--- src/rtl/color_match_centroid_core_macros.svh ---
// Assertion helpers shared by the RTL; clk and rst_n must be in scope.
`ifndef COLOR_MATCH_CENTROID_CORE_MACROS_SVH
`define COLOR_MATCH_CENTROID_CORE_MACROS_SVH

// same-cycle implication
`define CMC_ASSERT_IMPLY(lbl, ante, cons, msg) \
  lbl: assert property (@(posedge clk) disable iff (!rst_n) (ante) |-> (cons)) \
    else $error(msg);

// next-cycle implication
`define CMC_ASSERT_NEXT(lbl, ante, cons, msg) \
  lbl: assert property (@(posedge clk) disable iff (!rst_n) (ante) |=> (cons)) \
    else $error(msg);

`endif

--- src/rtl/cmc_pkg.sv ---
`default_nettype none
package cmc_pkg;

  localparam int DEF_MAX_WIDTH  = 2048;
  localparam int DEF_MAX_HEIGHT = 2048;

  localparam int CH_W   = 8;
  localparam int SUM_W  = 34;
  localparam int CNT_W  = 23;
  localparam int POS_W  = 11;
  localparam int STEP_W = $clog2(SUM_W);
  localparam int IDX_W  = 4;

  localparam logic [CH_W-1:0] TOL_RESET = 8'd20;

  // register indexes
  localparam logic [IDX_W-1:0] REG_TARGET_BLUE  = 4'd0;
  localparam logic [IDX_W-1:0] REG_TARGET_GREEN = 4'd1;
  localparam logic [IDX_W-1:0] REG_TARGET_RED   = 4'd2;
  localparam logic [IDX_W-1:0] REG_TOLERANCE    = 4'd3;

  localparam int Q_DEPTH = 2;
  localparam int Q_AW    = $clog2(Q_DEPTH);

  typedef struct packed {
    logic [SUM_W-1:0] col_sum;
    logic [SUM_W-1:0] row_sum;
    logic [CNT_W-1:0] count;
  } cmc_frame_t;

  typedef enum logic [1:0] {
    BK_IDLE,
    BK_DIV,
    BK_HOLD
  } cmc_back_state_t;

  function automatic logic near_enough(input logic [CH_W-1:0] a, input logic [CH_W-1:0] b,
                                       input logic [CH_W-1:0] tol);
    logic [CH_W-1:0] d;
    d = (a > b) ? (a - b) : (b - a);
    return d <= tol;
  endfunction

endpackage
`default_nettype wire

--- src/rtl/cmc_front.sv ---
`default_nettype none
module cmc_front import cmc_pkg::*; #(
  parameter int MAX_WIDTH  = DEF_MAX_WIDTH,
  parameter int MAX_HEIGHT = DEF_MAX_HEIGHT
) (
  input  wire logic             clk,
  input  wire logic             rst_n,
  input  wire logic             cfg_we,
  input  wire logic [IDX_W-1:0] cfg_index,
  input  wire logic [CH_W-1:0]  cfg_data,
  input  wire logic             pix_accept,
  input  wire logic [CH_W-1:0]  pixel_blue,
  input  wire logic [CH_W-1:0]  pixel_green,
  input  wire logic [CH_W-1:0]  pixel_red,
  input  wire logic             end_of_row,
  input  wire logic             end_of_frame,
  output cmc_frame_t            frame,
  output logic                  frame_push
);

  localparam int COL_W = $clog2(MAX_WIDTH);
  localparam int ROW_W = $clog2(MAX_HEIGHT);
  localparam logic [COL_W-1:0] COL_LAST = COL_W'(MAX_WIDTH - 1);
  localparam logic [ROW_W-1:0] ROW_LAST = ROW_W'(MAX_HEIGHT - 1);

  logic [CH_W-1:0]  tgt_b_r, tgt_g_r, tgt_r_r, tol_r;
  logic [COL_W-1:0] col_r, col_nxt;
  logic [ROW_W-1:0] row_r, row_nxt;
  logic [SUM_W-1:0] csum_r, csum_nxt, rsum_r, rsum_nxt;
  logic [CNT_W-1:0] cnt_r, cnt_nxt;
  logic [SUM_W:0]   csum_add, rsum_add;
  logic [CNT_W:0]   cnt_add;
  logic             match;

  always_ff @(posedge clk) begin
    if (!rst_n) begin
      tgt_b_r <= '0;
      tgt_g_r <= '0;
      tgt_r_r <= '0;
      tol_r   <= TOL_RESET;
    end else if (cfg_we) begin
      case (cfg_index)
        REG_TARGET_BLUE:  tgt_b_r <= cfg_data;
        REG_TARGET_GREEN: tgt_g_r <= cfg_data;
        REG_TARGET_RED:   tgt_r_r <= cfg_data;
        REG_TOLERANCE:    tol_r   <= cfg_data;
        default: ;
      endcase
    end
  end

  assign match = near_enough(pixel_blue, tgt_b_r, tol_r) &&
                 near_enough(pixel_green, tgt_g_r, tol_r) &&
                 near_enough(pixel_red, tgt_r_r, tol_r);

  // saturating accumulate; carry out means the sum passed all ones
  assign csum_add = {1'b0, csum_r} + (SUM_W + 1)'(col_r);
  assign rsum_add = {1'b0, rsum_r} + (SUM_W + 1)'(row_r);
  assign cnt_add  = {1'b0, cnt_r} + (CNT_W + 1)'(1);

  always_comb begin
    csum_nxt = csum_r;
    rsum_nxt = rsum_r;
    cnt_nxt  = cnt_r;
    if (match) begin
      csum_nxt = csum_add[SUM_W] ? '1 : csum_add[SUM_W-1:0];
      rsum_nxt = rsum_add[SUM_W] ? '1 : rsum_add[SUM_W-1:0];
      cnt_nxt  = cnt_add[CNT_W] ? '1 : cnt_add[CNT_W-1:0];
    end
    col_nxt = col_r;
    row_nxt = row_r;
    if (end_of_row) begin
      col_nxt = '0;
      if (row_r < ROW_LAST) row_nxt = row_r + ROW_W'(1);
    end else if (col_r < COL_LAST) begin
      col_nxt = col_r + COL_W'(1);
    end
  end

  always_ff @(posedge clk) begin
    if (!rst_n) begin
      col_r  <= '0;
      row_r  <= '0;
      csum_r <= '0;
      rsum_r <= '0;
      cnt_r  <= '0;
    end else if (pix_accept) begin
      if (end_of_frame) begin
        col_r  <= '0;
        row_r  <= '0;
        csum_r <= '0;
        rsum_r <= '0;
        cnt_r  <= '0;
      end else begin
        col_r  <= col_nxt;
        row_r  <= row_nxt;
        csum_r <= csum_nxt;
        rsum_r <= rsum_nxt;
        cnt_r  <= cnt_nxt;
      end
    end
  end

  // the end-of-frame beat itself is counted before the frame is handed on
  assign frame_push    = pix_accept && end_of_frame;
  assign frame.col_sum = csum_nxt;
  assign frame.row_sum = rsum_nxt;
  assign frame.count   = cnt_nxt;

endmodule
`default_nettype wire

--- src/rtl/cmc_queue.sv ---
`default_nettype none
module cmc_queue import cmc_pkg::*; (
  input  wire logic clk,
  input  wire logic rst_n,
  input  wire logic push,
  input  wire cmc_frame_t push_data,
  input  wire logic pop,
  output cmc_frame_t pop_data,
  output logic      full,
  output logic      empty
);

  cmc_frame_t       mem_r [Q_DEPTH];
  logic [Q_AW-1:0]  wr_ptr_r, rd_ptr_r;
  logic [Q_AW:0]    fill_r;

  assign full     = (fill_r == (Q_AW + 1)'(Q_DEPTH));
  assign empty    = (fill_r == '0);
  assign pop_data = mem_r[rd_ptr_r];

  always_ff @(posedge clk) begin
    if (push && !full) mem_r[wr_ptr_r] <= push_data;
  end

  always_ff @(posedge clk) begin
    if (!rst_n) begin
      wr_ptr_r <= '0;
      rd_ptr_r <= '0;
      fill_r   <= '0;
    end else begin
      if (push && !full)  wr_ptr_r <= wr_ptr_r + Q_AW'(1);
      if (pop && !empty)  rd_ptr_r <= rd_ptr_r + Q_AW'(1);
      case ({push && !full, pop && !empty})
        2'b10:   fill_r <= fill_r + (Q_AW + 1)'(1);
        2'b01:   fill_r <= fill_r - (Q_AW + 1)'(1);
        default: fill_r <= fill_r;
      endcase
    end
  end

endmodule
`default_nettype wire

--- src/rtl/cmc_back.sv ---
`default_nettype none
module cmc_back import cmc_pkg::*; (
  input  wire logic              clk,
  input  wire logic              rst_n,
  input  wire logic              q_empty,
  input  wire cmc_frame_t        q_data,
  output logic                   q_pop,
  output logic                   out_valid,
  input  wire logic              out_ready,
  output logic [POS_W-1:0]       out_centroid_column,
  output logic [POS_W-1:0]       out_centroid_row,
  output logic [CNT_W-1:0]       out_match_total,
  output logic                   out_found
);

  typedef struct packed {
    logic [CNT_W-1:0] rem;
    logic [SUM_W-1:0] quo;
  } div_t;

  // one restoring step: dividend bits shift out the top, quotient bits in at the bottom
  function automatic div_t div_step(input logic [CNT_W-1:0] rem, input logic [SUM_W-1:0] a,
                                    input logic [CNT_W-1:0] d);
    logic [CNT_W:0] sh;
    logic [CNT_W:0] diff;
    div_t           r;
    sh   = {rem, a[SUM_W-1]};
    diff = sh - {1'b0, d};
    if (sh >= {1'b0, d}) begin
      r.rem = diff[CNT_W-1:0];
      r.quo = {a[SUM_W-2:0], 1'b1};
    end else begin
      r.rem = sh[CNT_W-1:0];
      r.quo = {a[SUM_W-2:0], 1'b0};
    end
    return r;
  endfunction

  cmc_back_state_t   state_r, state_nxt;
  logic [STEP_W-1:0] step_r;
  logic [SUM_W-1:0]  ca_r, ra_r;
  logic [CNT_W-1:0]  crem_r, rrem_r, div_r;
  div_t              cstep, rstep;
  logic              load, out_load;
  logic              out_valid_r;
  logic [POS_W-1:0]  ocol_r, orow_r, ocol_nxt, orow_nxt;
  logic [CNT_W-1:0]  otot_r;
  logic              ofound_r, found;

  assign cstep = div_step(crem_r, ca_r, div_r);
  assign rstep = div_step(rrem_r, ra_r, div_r);

  always_ff @(posedge clk) begin
    if (!rst_n) state_r <= BK_IDLE;
    else        state_r <= state_nxt;
  end

  always_comb begin
    state_nxt = state_r;
    load      = 1'b0;
    out_load  = 1'b0;
    case (state_r)
      BK_IDLE: begin
        if (!q_empty) begin
          load      = 1'b1;
          state_nxt = BK_DIV;
        end
      end
      BK_DIV: begin
        if (step_r == STEP_W'(SUM_W - 1)) state_nxt = BK_HOLD;
      end
      BK_HOLD: begin
        if (!out_valid_r || out_ready) begin
          out_load  = 1'b1;
          state_nxt = BK_IDLE;
        end
      end
      default: state_nxt = BK_IDLE;
    endcase
  end

  assign q_pop = load;

  always_ff @(posedge clk) begin
    if (load) begin
      ca_r   <= q_data.col_sum;
      ra_r   <= q_data.row_sum;
      div_r  <= q_data.count;
      crem_r <= '0;
      rrem_r <= '0;
      step_r <= '0;
    end else if (state_r == BK_DIV) begin
      ca_r   <= cstep.quo;
      ra_r   <= rstep.quo;
      crem_r <= cstep.rem;
      rrem_r <= rstep.rem;
      step_r <= step_r + STEP_W'(1);
    end
  end

  // quotient clamped to the field; no match gives a zero centroid
  assign found    = (div_r != '0);
  assign ocol_nxt = !found ? '0 : (|ca_r[SUM_W-1:POS_W]) ? '1 : ca_r[POS_W-1:0];
  assign orow_nxt = !found ? '0 : (|ra_r[SUM_W-1:POS_W]) ? '1 : ra_r[POS_W-1:0];

  always_ff @(posedge clk) begin
    if (!rst_n)        out_valid_r <= 1'b0;
    else if (out_load) out_valid_r <= 1'b1;
    else if (out_ready) out_valid_r <= 1'b0;
  end

  always_ff @(posedge clk) begin
    if (out_load) begin
      ocol_r   <= ocol_nxt;
      orow_r   <= orow_nxt;
      otot_r   <= div_r;
      ofound_r <= found;
    end
  end

  assign out_valid           = out_valid_r;
  assign out_centroid_column = ocol_r;
  assign out_centroid_row    = orow_r;
  assign out_match_total     = otot_r;
  assign out_found           = ofound_r;

endmodule
`default_nettype wire

--- src/rtl/color_match_centroid_core.sv ---
// Color-threshold blob centroid.
// in_* channel: one BGR pixel per beat, raster order, with end-of-row and
// end-of-frame marks; column and row positions are counted internally.
// A pixel is accepted every cycle while in_valid is high and the frame queue is not full.
// out_* channel: one beat per frame, carrying the truncated mean column and
// row of matching pixels, the match count and a found flag (centroid is zero
// when nothing matched).
// cfg_* channel: index 0..3 selects target blue, green, red and tolerance;
// it is always ready. Write only while no frame is in flight.
// Result path: the frame is popped from the frame queue, the divider runs 34
// steps, and the quotient goes into the output register once that register is
// free. The divider does one quotient bit per cycle for both axes.
// A two-entry frame queue sits between the accumulator and the divider, so
// in_ready drops only when two finished frames wait, i.e. frames shorter
// than the divider time or a receiver that holds out_ready low.
// Reset (rst_n low, synchronous) clears counters, sums, the queue and the
// output valid flag, and loads target 0/0/0 with tolerance 20.
`default_nettype none
module color_match_centroid_core import cmc_pkg::*; #(
  parameter int MAX_WIDTH  = DEF_MAX_WIDTH,
  parameter int MAX_HEIGHT = DEF_MAX_HEIGHT
) (
  input  wire logic             clk,
  input  wire logic             rst_n,
  input  wire logic             in_valid,
  output logic                  in_ready,
  input  wire logic [CH_W-1:0]  in_pixel_blue,
  input  wire logic [CH_W-1:0]  in_pixel_green,
  input  wire logic [CH_W-1:0]  in_pixel_red,
  input  wire logic             in_end_of_row,
  input  wire logic             in_end_of_frame,
  output logic                  out_valid,
  input  wire logic             out_ready,
  output logic [POS_W-1:0]      out_centroid_column,
  output logic [POS_W-1:0]      out_centroid_row,
  output logic [CNT_W-1:0]      out_match_total,
  output logic                  out_found,
  input  wire logic             cfg_valid,
  output logic                  cfg_ready,
  input  wire logic [IDX_W-1:0] cfg_index,
  input  wire logic [CH_W-1:0]  cfg_data
);

`include "color_match_centroid_core_macros.svh"

  cmc_frame_t push_frame, pop_frame;
  logic       frame_push, q_pop, q_full, q_empty, pix_accept;

  assign cfg_ready  = 1'b1;
  assign in_ready   = !q_full;
  assign pix_accept = in_valid && in_ready;

  cmc_front #(
    .MAX_WIDTH (MAX_WIDTH),
    .MAX_HEIGHT(MAX_HEIGHT)
  ) u_front (
    .clk         (clk),
    .rst_n       (rst_n),
    .cfg_we      (cfg_valid && cfg_ready),
    .cfg_index   (cfg_index),
    .cfg_data    (cfg_data),
    .pix_accept  (pix_accept),
    .pixel_blue  (in_pixel_blue),
    .pixel_green (in_pixel_green),
    .pixel_red   (in_pixel_red),
    .end_of_row  (in_end_of_row),
    .end_of_frame(in_end_of_frame),
    .frame       (push_frame),
    .frame_push  (frame_push)
  );

  cmc_queue u_queue (
    .clk      (clk),
    .rst_n    (rst_n),
    .push     (frame_push),
    .push_data(push_frame),
    .pop      (q_pop),
    .pop_data (pop_frame),
    .full     (q_full),
    .empty    (q_empty)
  );

  cmc_back u_back (
    .clk                (clk),
    .rst_n              (rst_n),
    .q_empty            (q_empty),
    .q_data             (pop_frame),
    .q_pop              (q_pop),
    .out_valid          (out_valid),
    .out_ready          (out_ready),
    .out_centroid_column(out_centroid_column),
    .out_centroid_row   (out_centroid_row),
    .out_match_total    (out_match_total),
    .out_found          (out_found)
  );

  `CMC_ASSERT_NEXT(a_eof_queued, pix_accept && in_end_of_frame, !q_empty, "frame not queued")
  `CMC_ASSERT_IMPLY(a_found_count, out_valid && out_found, out_match_total != '0, "found w/o count")
  `CMC_ASSERT_IMPLY(a_none_zero, out_valid && !out_found, (out_centroid_column == '0) && (out_centroid_row == '0) && (out_match_total == '0), "empty frame not zero")

endmodule
`default_nettype wire

--- config.mk ---
export PLATFORM = sky130hd
export DESIGN_NAME = color_match_centroid_core
export DESIGN_NICKNAME = d
export VERILOG_FILES = /design/src/rtl/cmc_pkg.sv /design/src/rtl/cmc_front.sv /design/src/rtl/cmc_queue.sv /design/src/rtl/cmc_back.sv /design/src/rtl/color_match_centroid_core.sv
export VERILOG_INCLUDE_DIRS = /design/src /design/src/rtl
export SDC_FILE = /design/constraint.sdc
export NUM_CORES = 1
export LEC_CHECK = 0
export ABC_AREA = 1
export BUFFER_PORTS_ARGS = -buffer_cell sky130_fd_sc_hd__clkbuf_2
export CAP_MARGIN = 30
export CORE_ASPECT_RATIO = 0.6
export CORE_MARGIN = 4
export CORE_UTILIZATION = 57
export DETAILED_ROUTE_END_ITERATION = 8
export GPL_TIMING_DRIVEN = 1
export PLACE_DENSITY = 0.84
export SETUP_SLACK_MARGIN = 0.5
export SLEW_MARGIN = 20
export SYNTH_ARGS = -nofsm -noshare
export SYNTH_HDL_FRONTEND = slang
export SYNTH_SLANG_ARGS = --single-unit
--- constraint.sdc ---
create_clock -name clk -period 4.8 [get_ports clk]
set_input_delay 0.24 -clock clk [delete_from_list [all_inputs] [get_ports clk]]
set_output_delay 0.24 -clock clk [all_outputs]
set_load 0.01 [all_outputs]
==> reports/qor.yml <==
clocking:
  cts_buffer_depth: 3
  cts.reportedPaths.clkPinSlew_ns: 0.06
  clk_latency_ns: 0.59
  cts_tree: "done"
  htree_levels: 2
  cts_inserted_buffers: 48
  clock-root-buffer: "clkbuf_16"
  clock-sinks: 524
sta:
  maxSlewHeadroom_pct: 36.6
  max_freq_mhz: 247
  final.period_utilization_pct: 84.3
  fin_tns_setup_ns: 0
  hold_violations: 0
  min_period_ns: 4.05
  slew_viol_final: 0
  worst_pin_slew_ns: 0.950
  worst_clock_skew_ns: 0.0272
  rsz0062_at_grt: "false"
  setup_slack_ns: 0.751
  setup_violations: 0
finish:
  layout.nets: 3949
  final_cell_area_mm2: 0.0332
  mostFrequentLayoutCells: "962 x nand2_1, 487 x inv_1, 319 x edfxtp_1"
  regArea_mm2: 0.0137
  antenna_cells: 0
  drive_gt1_share_pct: 11.6
  layoutNonFillerInstCount: 4484
  multi_input_area_mm2: 0.0141
  final_common_cell: "nand2_1"
  syn_to_final_growth_pct: 10.1
  fillerInstances: 4204
global_routing:
  grt.overflow.total: 0
  grt_pass1_vias: 22900
  antenna_found_initial: 1
  grt_max_degree: 83
  grt_usage_pct: 27.4
  grt_pass1_wl_um: 125000
detailed_routing:
  drc: 0
  dr.pass1.iters: 6
  first_iter_violations: 3052
  routedWlPerCell_um: 17.7
  ant_nets: 0
  wl_um: 79600
  num_vias: 25600
  via_per_inst: 5.72
yosys:
  synthSimpleGateAreaFrac_pct: 23.0
  synth_top_flop_cell: "edfxtp_1"
  syn_inst: 3686
  ys_seq_elements: 524
  synth_top_family_by_area: "simple AND/OR/NAND/NOR gates"
  synth_edf_count: 319
  synth_nets: 3882
  synth_compound_area_share_pct: 13.5
  synthDistinctLibCells: 63
  seq_area_frac_synth_pct: 45.4
  synth_adder_area_share_pct: 6.59
  synth_warnings: 0
  synth_area_mm2: 0.0302
  synth_xor_area_share_pct: 2.35
  syn_area_per_cell_um2: 8.19
  muxShareOfSynthArea_pct: 1.03
  synthArstFlopShare_pct: 0
floorplanning:
  die_h_um: 186
  die_w_um: 305
  start_util_pct: 58.4
  die_area_mm2: 0.0568
  io_pins: 92
  core_mm2: 0.0516
  rows: 64
power:
  p_per_area_mw_per_mm2: 476
  p_leak_nw: 14.0
  ir_drop_v: 0.000347
run_status:
  status: "finished clean"
setup_path:
  slowest_stage: "ha_2"
  worstPathRequired_ns: 5.12
  path_common_cell: "nand2_1"
  crit_path_end_kind: "flip-flop"
  rrSetupSlack_ns: 0.75
  cp_data_arrival_time_ns: 4.37
  crit_path_start_kind: "flip-flop"
  cp_max_fo: 16
  reg2reg_from: "u_front.tgt_b_r[2]"
  critical_path_class: "reg2reg"
  reg2reg_depth: 26
  crit_start: "u_front.tgt_b_r[2]"
  crit_end: "u_queue.mem_r[1][26]"
  r2r-end: "u_queue.mem_r[1][26]"
  slowest_delay_ns: 0.40
place:
  placed_cells: 4374
  dp_hpwl_um: 56500
  place_ws_ns: 0.264
  dpl_cell_area_mm2: 0.0313
  place_congestion: 0.993
  io_buffer_count: 90
worst_hold_path:
  hold_path.class: "in2reg"
flow_run:
  drv_cap: 0
==> power breakdown <==
part	total [mW]	internal [mW]	switching (mW)
logic	5.40	1.63	3.77
registers	6.35	5.84	0.506
clock network	4.05	2.31	1.74
total	15.8	9.78	6.02
==> through the flow <==
| stage | utilization [%] | total power, mW | hold slack, ns |
|---|---|---|---|
| 6_report | 64.3 | 15.8 | 0.0557 |
| 5_1_grt | 64.3 | 16.7 | 0.0369 |
| 4_1_cts | 63.9 | 15.7 | 0.0268 |
| 3_5_place_dp | 60.5 | 11.6 | 0.443 |
| 3_3_place_gp | 60.5 | 11.5 | 0.424 |
| 2_1_floorplan | - | 10.1 | 0.366 |
==> logic make-up (layout without fill, tap and decap cells) <==
group / Yosys count / after routing
AO/OA/AOI/OAI: 704 / 704
XOR/XNOR: 81 / 81
adder cells (fa/ha/maj): 153 / 153
buffers and inverters: 626 / 731
flip-flops: 524 / 524
multiplexers: 28 / 28
other: 1 / 1
AND/OR/NAND/NOR: 1569 / 1569
==> synth_stat cells, drive strengths merged, types with 44 or more instances <==
library cell	count	share of area [%]
nand3	171	3.4
dfxtp	205	14
ha	143	5.9
xor2	58	1.7
inv	502	6.3
edfxtp	319	32
buf	44	0.91
nor2	195	2.6
nand2	1015	13
a21oi	290	5.2
nor3	67	1.2
o21ai	286	5.0
o211ai	80	2.0
nand4	59	1.2
clkbuf	79	0.99
==> routing by layer <==
metal,wire (µm),global-route usage [%],vias to the layer above
li1,-,-,12400
met1,36800,42.6,11800
met2,31500,37.9,1351
met3,9780,7.76,116
met4,1490,5.76,2
met5,7,0,-
==> sequential cells by signal, summed over array words and instances (netlist names), 23 cells and up, named ones only <==
register and cells:
u_queue.mem_r 182, u_front.cnt_r 23, u_back.div_r 23, u_back.crem_r 23, u_back.ra_r 34, u_back.ca_r 34
u_back.out_match_total 23, u_front.rsum_r 34, u_back.rrem_r 23, u_front.csum_r 34
==> worst max-delay path: cells and delay by family (launching register included) <==
| kind | cells | cell delay (ns) |
|---|---|---|
| and+or+nand+nor | 15 | 1.59 |
| adders and majority gates | 2 | 0.68 |
| buffers and inverters | 5 | 0.65 |
| AOI/OAI and AO/OA | 4 | 0.52 |
| DFF | 1 | 0.33 |
==> layout make-up <==
| class | count | share of cell area (%) |
|---|---|---|
| clock inverters | 25 | 0.855 |
| inverters | 503 | 5.73 |
| multi-input cells | 2536 | 42.6 |
| flip-flops and latches | 524 | 41.2 |
| repair buffers | 140 | 2.95 |
| clock buffers | 63 | 4.06 |
| well taps | 693 | 2.61 |
==> repair_timing <==
| action | CTS | global route |
|---|---|---|
| hold buffers | 5 | 0 |
| setup endpoints to repair | 47 | 273 |
| pin swaps | 1 | 9 |
| gates cloned | 1 | 1 |
| hold endpoints to repair | 6 | 0 |
| gates resized for setup | 3 | 22 |
| buffers inserted | 2 | 12 |
==> worst min path at each step <==
| stage | start | endpoint | slack, ns | cells past startpoint |
|---|---|---|---|---|
| finish | in_end_of_frame | u_front.row_r[10] | 0.06 | 4 |
| global route | cfg_data[3] | u_front.tgt_r_r[3] | 0.04 | 3 |
| CTS | cfg_data[3] | u_front.tgt_r_r[3] | 0.03 | 3 |
| detailed placement | u_queue.rd_ptr_r | flip-flop | 0.44 | 1 |
| global placement | u_queue.rd_ptr_r | flip-flop | 0.42 | 1 |
| floorplan | cfg_data[2] | u_front.tol_r[2] | 0.37 | 2 |
Note: power is estimated with default switching activity, not from simulation.
